===== src/design/dsw_pkg.sv =====
// Shared types and constants for the debounced stopwatch.
// Holds button debounce state, register indexes and status codes.
// No dependencies.
`timescale 1ns / 1ps

package dsw_pkg;

    localparam int unsigned TICK_W   = 8;
    localparam int unsigned MS_W     = 10;
    localparam int unsigned SEC_W    = 6;
    localparam int unsigned MIN_W    = 6;
    localparam int unsigned STATUS_W = 2;
    localparam int unsigned CFG_IDX_W  = 1;
    localparam int unsigned CFG_DATA_W = 8;

    localparam logic [MS_W-1:0]   MS_LAST  = 10'd999;
    localparam logic [SEC_W-1:0]  SEC_LAST = 6'd59;
    localparam logic [MIN_W-1:0]  MIN_LAST = 6'd59;
    localparam logic [TICK_W-1:0] TICK_MAX = 8'd255;

    localparam logic [TICK_W-1:0] DEBOUNCE_RESET = 8'd50;
    localparam logic [TICK_W-1:0] REFRESH_RESET  = 8'd50;

    localparam logic [CFG_IDX_W-1:0] REG_DEBOUNCE = 1'b0;
    localparam logic [CFG_IDX_W-1:0] REG_REFRESH  = 1'b1;

    localparam logic [STATUS_W-1:0] STATUS_STOP  = 2'd0;
    localparam logic [STATUS_W-1:0] STATUS_RUN   = 2'd1;
    localparam logic [STATUS_W-1:0] STATUS_PAUSE = 2'd2;
    localparam logic [STATUS_W-1:0] STATUS_CLEAR = 2'd3;

    typedef struct packed {
        logic              prev_raw;
        logic              stable;
        logic [TICK_W-1:0] hold;
    } btn_state_t;

    localparam btn_state_t BTN_RESET = '{prev_raw: 1'b1, stable: 1'b1, hold: '0};

endpackage


===== src/design/dsw_debounce.sv =====
// Next-state logic for one active-low button debouncer.
// Depends on dsw_pkg for btn_state_t.
`timescale 1ns / 1ps

module dsw_debounce (
    input  logic                      raw,
    input  logic [dsw_pkg::TICK_W-1:0] debounce_ticks,
    input  dsw_pkg::btn_state_t       cur,
    output dsw_pkg::btn_state_t       nxt,
    output logic                      press
);
    import dsw_pkg::*;

    logic [TICK_W-1:0] hold_next;
    logic              take;

    always_comb
    begin
        if (raw != cur.prev_raw)
        begin
            hold_next = '0;
        end
        else if (cur.hold != TICK_MAX)
        begin
            hold_next = cur.hold + 1'b1;
        end
        else
        begin
            hold_next = cur.hold;
        end
    end

    assign take         = (hold_next >= debounce_ticks) && (raw != cur.stable);
    assign press        = take && !raw;
    assign nxt.prev_raw = raw;
    assign nxt.stable   = take ? raw : cur.stable;
    assign nxt.hold     = hold_next;

endmodule


===== src/design/dsw_core.sv =====
// Stopwatch state, config registers and result register.
// One tick updates all stopwatch state and loads the result register.
// Depends on dsw_pkg and dsw_debounce.
`timescale 1ns / 1ps

module dsw_core (
    input  logic                          clk,
    input  logic                          rst_n,
    input  logic                          cfg_we,
    input  logic [dsw_pkg::CFG_IDX_W-1:0] cfg_index,
    input  logic [dsw_pkg::CFG_DATA_W-1:0] cfg_data,
    input  logic                          step_en,
    input  logic                          start_level,
    input  logic                          clear_level,
    input  logic                          out_ready,
    output logic                          out_valid,
    output logic [dsw_pkg::MIN_W-1:0]     shown_minutes,
    output logic [dsw_pkg::SEC_W-1:0]     shown_seconds,
    output logic [dsw_pkg::MS_W-1:0]      shown_millis,
    output logic                          is_running,
    output logic [dsw_pkg::STATUS_W-1:0]  status_code
);
    import dsw_pkg::*;

    logic [TICK_W-1:0]   debounce_reg;
    logic [TICK_W-1:0]   refresh_reg;
    logic                running_reg, running_next;
    btn_state_t          start_reg, start_next;
    btn_state_t          clear_reg, clear_next;
    logic                start_press, clear_press;
    logic [MS_W-1:0]     el_ms_reg, el_ms_next, adv_ms;
    logic [SEC_W-1:0]    el_sec_reg, el_sec_next, adv_sec;
    logic [MIN_W-1:0]    el_min_reg, el_min_next, adv_min;
    logic [MS_W-1:0]     disp_ms_reg, disp_ms_next;
    logic [SEC_W-1:0]    disp_sec_reg, disp_sec_next;
    logic [MIN_W-1:0]    disp_min_reg, disp_min_next;
    logic [TICK_W-1:0]   refresh_reg_cnt, refresh_cnt_next, refresh_inc;
    logic [STATUS_W-1:0] status_reg, status_next;
    logic                out_valid_reg;
    logic [MIN_W-1:0]    out_min_reg;
    logic [SEC_W-1:0]    out_sec_reg;
    logic [MS_W-1:0]     out_ms_reg;
    logic                out_run_reg;
    logic [STATUS_W-1:0] out_status_reg;

    dsw_debounce u_start (
        .raw            (start_level),
        .debounce_ticks (debounce_reg),
        .cur            (start_reg),
        .nxt            (start_next),
        .press          (start_press)
    );

    dsw_debounce u_clear (
        .raw            (clear_level),
        .debounce_ticks (debounce_reg),
        .cur            (clear_reg),
        .nxt            (clear_next),
        .press          (clear_press)
    );

    // advance elapsed time by one ms with carries
    always_comb
    begin
        adv_ms  = el_ms_reg;
        adv_sec = el_sec_reg;
        adv_min = el_min_reg;
        if (el_ms_reg >= MS_LAST)
        begin
            adv_ms = '0;
            if (el_sec_reg >= SEC_LAST)
            begin
                adv_sec = '0;
                adv_min = (el_min_reg >= MIN_LAST) ? '0 : el_min_reg + 1'b1;
            end
            else
            begin
                adv_sec = el_sec_reg + 1'b1;
            end
        end
        else
        begin
            adv_ms = el_ms_reg + 1'b1;
        end
    end

    assign refresh_inc = (refresh_reg_cnt != TICK_MAX) ? refresh_reg_cnt + 1'b1
                                                       : refresh_reg_cnt;

    always_comb
    begin
        el_ms_next    = running_reg ? adv_ms  : el_ms_reg;
        el_sec_next   = running_reg ? adv_sec : el_sec_reg;
        el_min_next   = running_reg ? adv_min : el_min_reg;
        disp_ms_next  = disp_ms_reg;
        disp_sec_next = disp_sec_reg;
        disp_min_next = disp_min_reg;
        running_next  = running_reg;
        status_next   = status_reg;

        if (start_press)
        begin
            running_next = !running_reg;
            status_next  = running_reg ? STATUS_PAUSE : STATUS_RUN;
        end

        if (clear_press && !running_next)
        begin
            el_ms_next    = '0;
            el_sec_next   = '0;
            el_min_next   = '0;
            disp_ms_next  = '0;
            disp_sec_next = '0;
            disp_min_next = '0;
            status_next   = STATUS_CLEAR;
        end

        refresh_cnt_next = refresh_inc;
        if (refresh_inc >= refresh_reg)
        begin
            refresh_cnt_next = '0;
            if (running_next)
            begin
                disp_ms_next  = el_ms_next;
                disp_sec_next = el_sec_next;
                disp_min_next = el_min_next;
            end
        end
    end

    always_ff @(posedge clk or negedge rst_n)
    begin
        if (!rst_n)
        begin
            debounce_reg <= DEBOUNCE_RESET;
            refresh_reg  <= REFRESH_RESET;
        end
        else if (cfg_we)
        begin
            unique case (cfg_index)
                REG_DEBOUNCE: debounce_reg <= cfg_data;
                REG_REFRESH:  refresh_reg  <= cfg_data;
                default:      ;
            endcase
        end
    end

    always_ff @(posedge clk or negedge rst_n)
    begin
        if (!rst_n)
        begin
            running_reg     <= 1'b0;
            start_reg       <= BTN_RESET;
            clear_reg       <= BTN_RESET;
            el_ms_reg       <= '0;
            el_sec_reg      <= '0;
            el_min_reg      <= '0;
            disp_ms_reg     <= '0;
            disp_sec_reg    <= '0;
            disp_min_reg    <= '0;
            refresh_reg_cnt <= '0;
            status_reg      <= STATUS_STOP;
        end
        else if (step_en)
        begin
            running_reg     <= running_next;
            start_reg       <= start_next;
            clear_reg       <= clear_next;
            el_ms_reg       <= el_ms_next;
            el_sec_reg      <= el_sec_next;
            el_min_reg      <= el_min_next;
            disp_ms_reg     <= disp_ms_next;
            disp_sec_reg    <= disp_sec_next;
            disp_min_reg    <= disp_min_next;
            refresh_reg_cnt <= refresh_cnt_next;
            status_reg      <= status_next;
        end
    end

    always_ff @(posedge clk or negedge rst_n)
    begin
        if (!rst_n)
        begin
            out_valid_reg <= 1'b0;
        end
        else if (step_en)
        begin
            out_valid_reg <= 1'b1;
        end
        else if (out_ready)
        begin
            out_valid_reg <= 1'b0;
        end
    end

    always_ff @(posedge clk)
    begin
        if (step_en)
        begin
            out_min_reg    <= disp_min_next;
            out_sec_reg    <= disp_sec_next;
            out_ms_reg     <= disp_ms_next;
            out_run_reg    <= running_next;
            out_status_reg <= status_next;
        end
    end

    assign out_valid     = out_valid_reg;
    assign shown_minutes = out_min_reg;
    assign shown_seconds = out_sec_reg;
    assign shown_millis  = out_ms_reg;
    assign is_running    = out_run_reg;
    assign status_code   = out_status_reg;

endmodule


===== src/design/debounced_stopwatch_unit.sv =====
// Top level of the debounced stopwatch: input register and handshake.
// Depends on dsw_pkg and dsw_core.
//
//   channel  | handshake           | payload
//   ---------+---------------------+-------------------------------------------
//   in       | in_valid / in_ready | start_button_level, clear_button_level
//   out      | out_valid/out_ready | shown_minutes/seconds/millis, is_running,
//            |                     | status_code
//   cfg      | cfg_we              | cfg_index, cfg_data
//
// A beat lands in the input register, then, once the output is free or being taken,
// updates the state and loads the result register, one beat per cycle while the
// output is not stalled.
// The input register takes a new beat while a result waits to be taken, if it is empty.
// Reset returns both config registers to 50 and the watch to stopped, 00:00:000.
// A stalled output holds the result; one more beat waits in the input register.
`timescale 1ns / 1ps

module debounced_stopwatch_unit (
    input  logic                          clk,
    input  logic                          rst_n,
    input  logic                          cfg_we,
    input  logic [dsw_pkg::CFG_IDX_W-1:0] cfg_index,
    input  logic [dsw_pkg::CFG_DATA_W-1:0] cfg_data,
    input  logic                          in_valid,
    output logic                          in_ready,
    input  logic                          start_button_level,
    input  logic                          clear_button_level,
    output logic                          out_valid,
    input  logic                          out_ready,
    output logic [dsw_pkg::MIN_W-1:0]     shown_minutes,
    output logic [dsw_pkg::SEC_W-1:0]     shown_seconds,
    output logic [dsw_pkg::MS_W-1:0]      shown_millis,
    output logic                          is_running,
    output logic [dsw_pkg::STATUS_W-1:0]  status_code
);
    import dsw_pkg::*;

    logic in_valid_reg;
    logic start_lvl_reg;
    logic clear_lvl_reg;
    logic step_en;

    assign step_en  = in_valid_reg && (!out_valid || out_ready);
    assign in_ready = !in_valid_reg || step_en;

    always_ff @(posedge clk or negedge rst_n)
    begin
        if (!rst_n)
        begin
            in_valid_reg <= 1'b0;
        end
        else if (in_ready)
        begin
            in_valid_reg <= in_valid;
        end
    end

    always_ff @(posedge clk)
    begin
        if (in_valid && in_ready)
        begin
            start_lvl_reg <= start_button_level;
            clear_lvl_reg <= clear_button_level;
        end
    end

    dsw_core u_core (
        .clk           (clk),
        .rst_n         (rst_n),
        .cfg_we        (cfg_we),
        .cfg_index     (cfg_index),
        .cfg_data      (cfg_data),
        .step_en       (step_en),
        .start_level   (start_lvl_reg),
        .clear_level   (clear_lvl_reg),
        .out_ready     (out_ready),
        .out_valid     (out_valid),
        .shown_minutes (shown_minutes),
        .shown_seconds (shown_seconds),
        .shown_millis  (shown_millis),
        .is_running    (is_running),
        .status_code   (status_code)
    );

endmodule


===== config.mk =====
export PLATFORM = sky130hd
export DESIGN_NAME = debounced_stopwatch_unit
export DESIGN_NICKNAME = d
export VERILOG_FILES = /design/src/design/dsw_pkg.sv /design/src/design/dsw_debounce.sv /design/src/design/dsw_core.sv /design/src/design/debounced_stopwatch_unit.sv
export SDC_FILE = /design/constraint.sdc
export NUM_CORES = 1
export LEC_CHECK = 0
export ABC_AREA = 0
export BUFFER_PORTS_ARGS = -buffer_cell sky130_fd_sc_hd__buf_2
export CORE_ASPECT_RATIO = 1.4
export CORE_UTILIZATION = 60
export DETAILED_ROUTE_END_ITERATION = 8
export MAX_ROUTING_LAYER = met4
export PLACE_DENSITY = 0.88
export SETUP_SLACK_MARGIN = 0.4
export SLEW_MARGIN = 25
export SYNTH_ARGS = -nofsm -noshare
export SYNTH_HDL_FRONTEND = slang
export SYNTH_SLANG_ARGS = --single-unit

===== constraint.sdc =====
create_clock -name clk -period 7.4 [get_ports clk]
set_input_delay 0.37 -clock clk [delete_from_list [all_inputs] [get_ports clk]]
set_output_delay 0.37 -clock clk [all_outputs]
set_load 0.005 [all_outputs]

==> results by group <==
Clock tree
  – Maximum clock path buffer count: 2
  – Clock Sinks: 120
  – Post-CTS sizing: 0
  – Total CTS buffers: 17
  – Clock slew at reported path FFs: approximately 0.050 ns
  – CTS Root Cell: clkbuf_16
  – Worst skew pair latency: between 0.4 and 0.5 ns
  – H-Tree Depth: 4
  – CTS tree: done

Timing
  – RSZ-0062 raised after global routing: false
  – Slew Viols, Final: 0
  – Final Hold Vio Count: 0
  – Fin crit share: 0.589
  – Worst slew pin tran: just over 0.9 ns
  – Post-route setup TNS: 0 ns
  – Final setup viols: 0
  – Min Tclk post-route: roughly 4.4 ns
  – F_max: between 0.2 and 0.25 GHz
  – Headroom to the max-slew limit: 0.394
  – Skew final: between 0.007 and 0.008 ns

Logic synthesis
  – Top cell type's share of synthesized area: 0.324
  – Synthesized netlist net count: around 670
  – Cells after Synth: about 620
  – Avg Inst Size Synth: around 10 sq um
  – Most area-consuming cells after synthesis: dfrtp_1 (32%), edfxtp_1 (13%), ha_1 (5.8%), nand2_1 (4.6%), dfstp_2 (4.1%)
  – Top-count cell post-synth: dfrtp_1
  – Ys Warns: 0
  – Post-Syn Area: around 6400 sq um
  – Most used flip-flop cell after synthesis: dfrtp_1
  – Yosys cell types: 56
  – Async SR Flop Fraction: 0.775
  – Post-synth EDFFs: 27
  – FF+latch count, synth: 120
  – Register area share after synthesis: 0.491
  – Synth cell count leaders: dfrtp_1 (83), nand2_1 (79), o21ai_0 (35)
  – Leading area contributor after synthesis: dfrtp_1

Finish
  – Final net count: 708
  – Share of cells above drive strength 1: 0.164
  – Inserted Diodes: 0
  – Storage cell area: about 3200 sq um
  – Syn-to-layout area delta: 13.2%
  – Fill cells: roughly 760
  – Area of the multi-input gates: just over 3000 sq um
  – Final Non-Filler Cells: 813

Place
  – HPWL Detailed: ~9.5 mm
  – Placed cells: about 800
  – IO Port Bufs: 42
  – GP Congestion: between 0.8 and 0.9

Critical path
  – Origin of the critical flop-to-flop path: u_core.start_reg[0]
  – R2r endpoint: u_core.el_sec_reg[2]
  – CP Data Required Time: between 7 and 8 ns
  – CP Max Fanout: 19
  – FF-to-FF setup slack: slightly above 3 ns
  – CP Launch Type: register
  – Crit Path Class: register to register
  – CP arrival: ~4.6 ns
  – CP Capture Type: register
  – R2r worst-path depth: 12

Min path
  – HP Class: primary input to register
  – Hold Crit Depth: 1
  – Min-delay src: start_button_level
  – Hold path endpoint: start_lvl_reg

Die
  – Die W: 89.4 microns
  – Starting density of the core: 0.617
  – Die height: around 120 microns
  – Std-Cell Rows: 44
  – Die Area: about 11,000 sq um
  – Core Box Area: about 10,000 sq um
  – IO Count: 43

Power
  – Lkg Pwr: 3.14 nW
  – Cell area power density: roughly 280 nW/um^2
  – Combinational share of power: 0.212
  – Sw Pwr: approximately 0.63 mW
  – Peak VDD IR: ~0.19 mV
  – Clock share of power: 0.367
  – Internal power contribution: 1.41 mW
  – Net Sw Frac: 0.308
  – Seq pwr share: 0.420

GRT
  – Initial antenna violation count: 0
  – Met3 usage: 0.0742
  – Largest net degree at the start of global routing: 73
  – GR Util met1: 0.312
  – First-pass GRT wire length: approximately 24 mm
  – Vias in the first global route: 5,050
  – GRT Util Overall: 0.288
  – Met2 GRT Util: 0.482
  – Total grt overflow: 0
  – GR peak layer: met2

Job
  – Max_cap viols: 0

Routing
  – Vias/cell: 6.27
  – Iteration-0 DRC Markers: ~440
  – Total Wirelength: approximately 14 mm
  – Drt wl/cell: 17.5 microns
  – Routed Antenna Nets: 0
  – Drt first pass iters: 6
  – Via count: approximately 5,100
  – # DRC: 0

Status
  – Status: complete, no violations
-- worst max-delay path, cell delays in order (launching register included) --
cell and delay [ns]:
dfrtp_1 0.43, ha_1 0.25, and3_1 0.24, and2_1 0.23, nand4_1 0.43, mux2i_1 0.40
nor2_1 0.09, ha_1 0.33, a2111o_1 0.40, a41oi_2 0.33, xnor2_2 0.20, and2_1 0.65
o21ai_0 0.22
-- power by group through the flow --
| stage | clock (mW) | combinational, mW | sequential (mW) |
|---|---|---|---|
| global route | 0.784 | 0.485 | 0.869 |
| global placement | 0 | 0.397 | 0.860 |
| detailed placement | 0 | 0.421 | 0.866 |
| CTS | 0.757 | 0.432 | 0.857 |
| finish | 0.750 | 0.433 | 0.858 |
| floorplan | 0 | 0.316 | 0.844 |
-- layer usage --
layer / share of wire / wire length (microns)
met1: 0.38 / 5370
met2: 0.53 / 7510
met3: 0.051 / 729
met4: 0.042 / 590
met5: 0 / 0
-- how the worst max path moves through the flow --
| stage | startpoint | endpoint | slack (ns) | depth (start not counted) |
|---|---|---|---|---|
| 4_1_cts | u_core.start_reg[0] | u_core.el_sec_reg[2] | 3.10 | 13 |
| 6_report | u_core.start_reg[0] | u_core.el_sec_reg[2] | 3.04 | 12 |
| 5_1_grt | u_core.clear_reg[0] | u_core.el_sec_reg[2] | 2.69 | 14 |
| 3_5_place_dp | u_core.start_reg[0] | u_core.el_sec_reg[2] | 3.16 | 13 |
| 3_3_place_gp | u_core.start_reg[0] | u_core.el_sec_reg[2] | 3.31 | 13 |
| 2_1_floorplan | u_core.start_reg[0] | u_core.shown_seconds[3] | 3.51 | 16 |
-- stage by stage --
step	util	area (sq um)	setup WS, ns	hold WS, ns	total power [mW]
floorplan	-	6420	3.51	0.0744	1.16
global placement	0.646	6720	3.31	0.265	1.26
detailed placement	0.646	6720	3.16	0.272	1.29
CTS	0.698	7270	3.10	0.118	2.05
global route	0.698	7270	2.69	0.123	2.14
finish	0.698	7270	3.04	0.128	2.04
-- area by class of cell --
type | count | area share
clock buffers | 18 | 0.0591
clock inverters | 14 | 0.0152
inverters | 26 | 0.0136
multi-input cells | 448 | 0.418
flip-flops and latches | 120 | 0.434
well taps | 138 | 0.0238
repair buffers | 49 | 0.0368
-- cell usage in the layout, fill, tap and decap left out, drive strengths merged, types with 12 or more instances in the layout --
cell type / instances
o31ai: 23
a22o: 24
buf: 48
nand2: 79
ha: 30
mux2: 13
edfxtp: 27
dfrtp: 83
inv: 24
o21ai: 35
clkbuf: 18
o2bb2ai: 24
nor2: 33
nand3: 24
xnor2: 15
and2: 12
a21oi: 29
-- repair_timing --
action | in CTS | in global routing
hold endpoints to repair | 17 | 0
hold buffers | 1 | 0
buffers inserted | 0 | 0
-- kinds of logic (layout without fill, tap and decap cells) --
kind of cell	count (synthesis)	after routing	share of synthesized area
AOI/OAI and AO/OA	171	171	0.193
xor gates and xnor gates	24	24	0.0339
adders and majority gates	30	30	0.0585
buffers and inverters	53	107	0.0363
DFF	120	120	0.491
muxes	22	22	0.0374
and+or+nand+nor	201	201	0.150
Power figures use the tool's default switching activity.
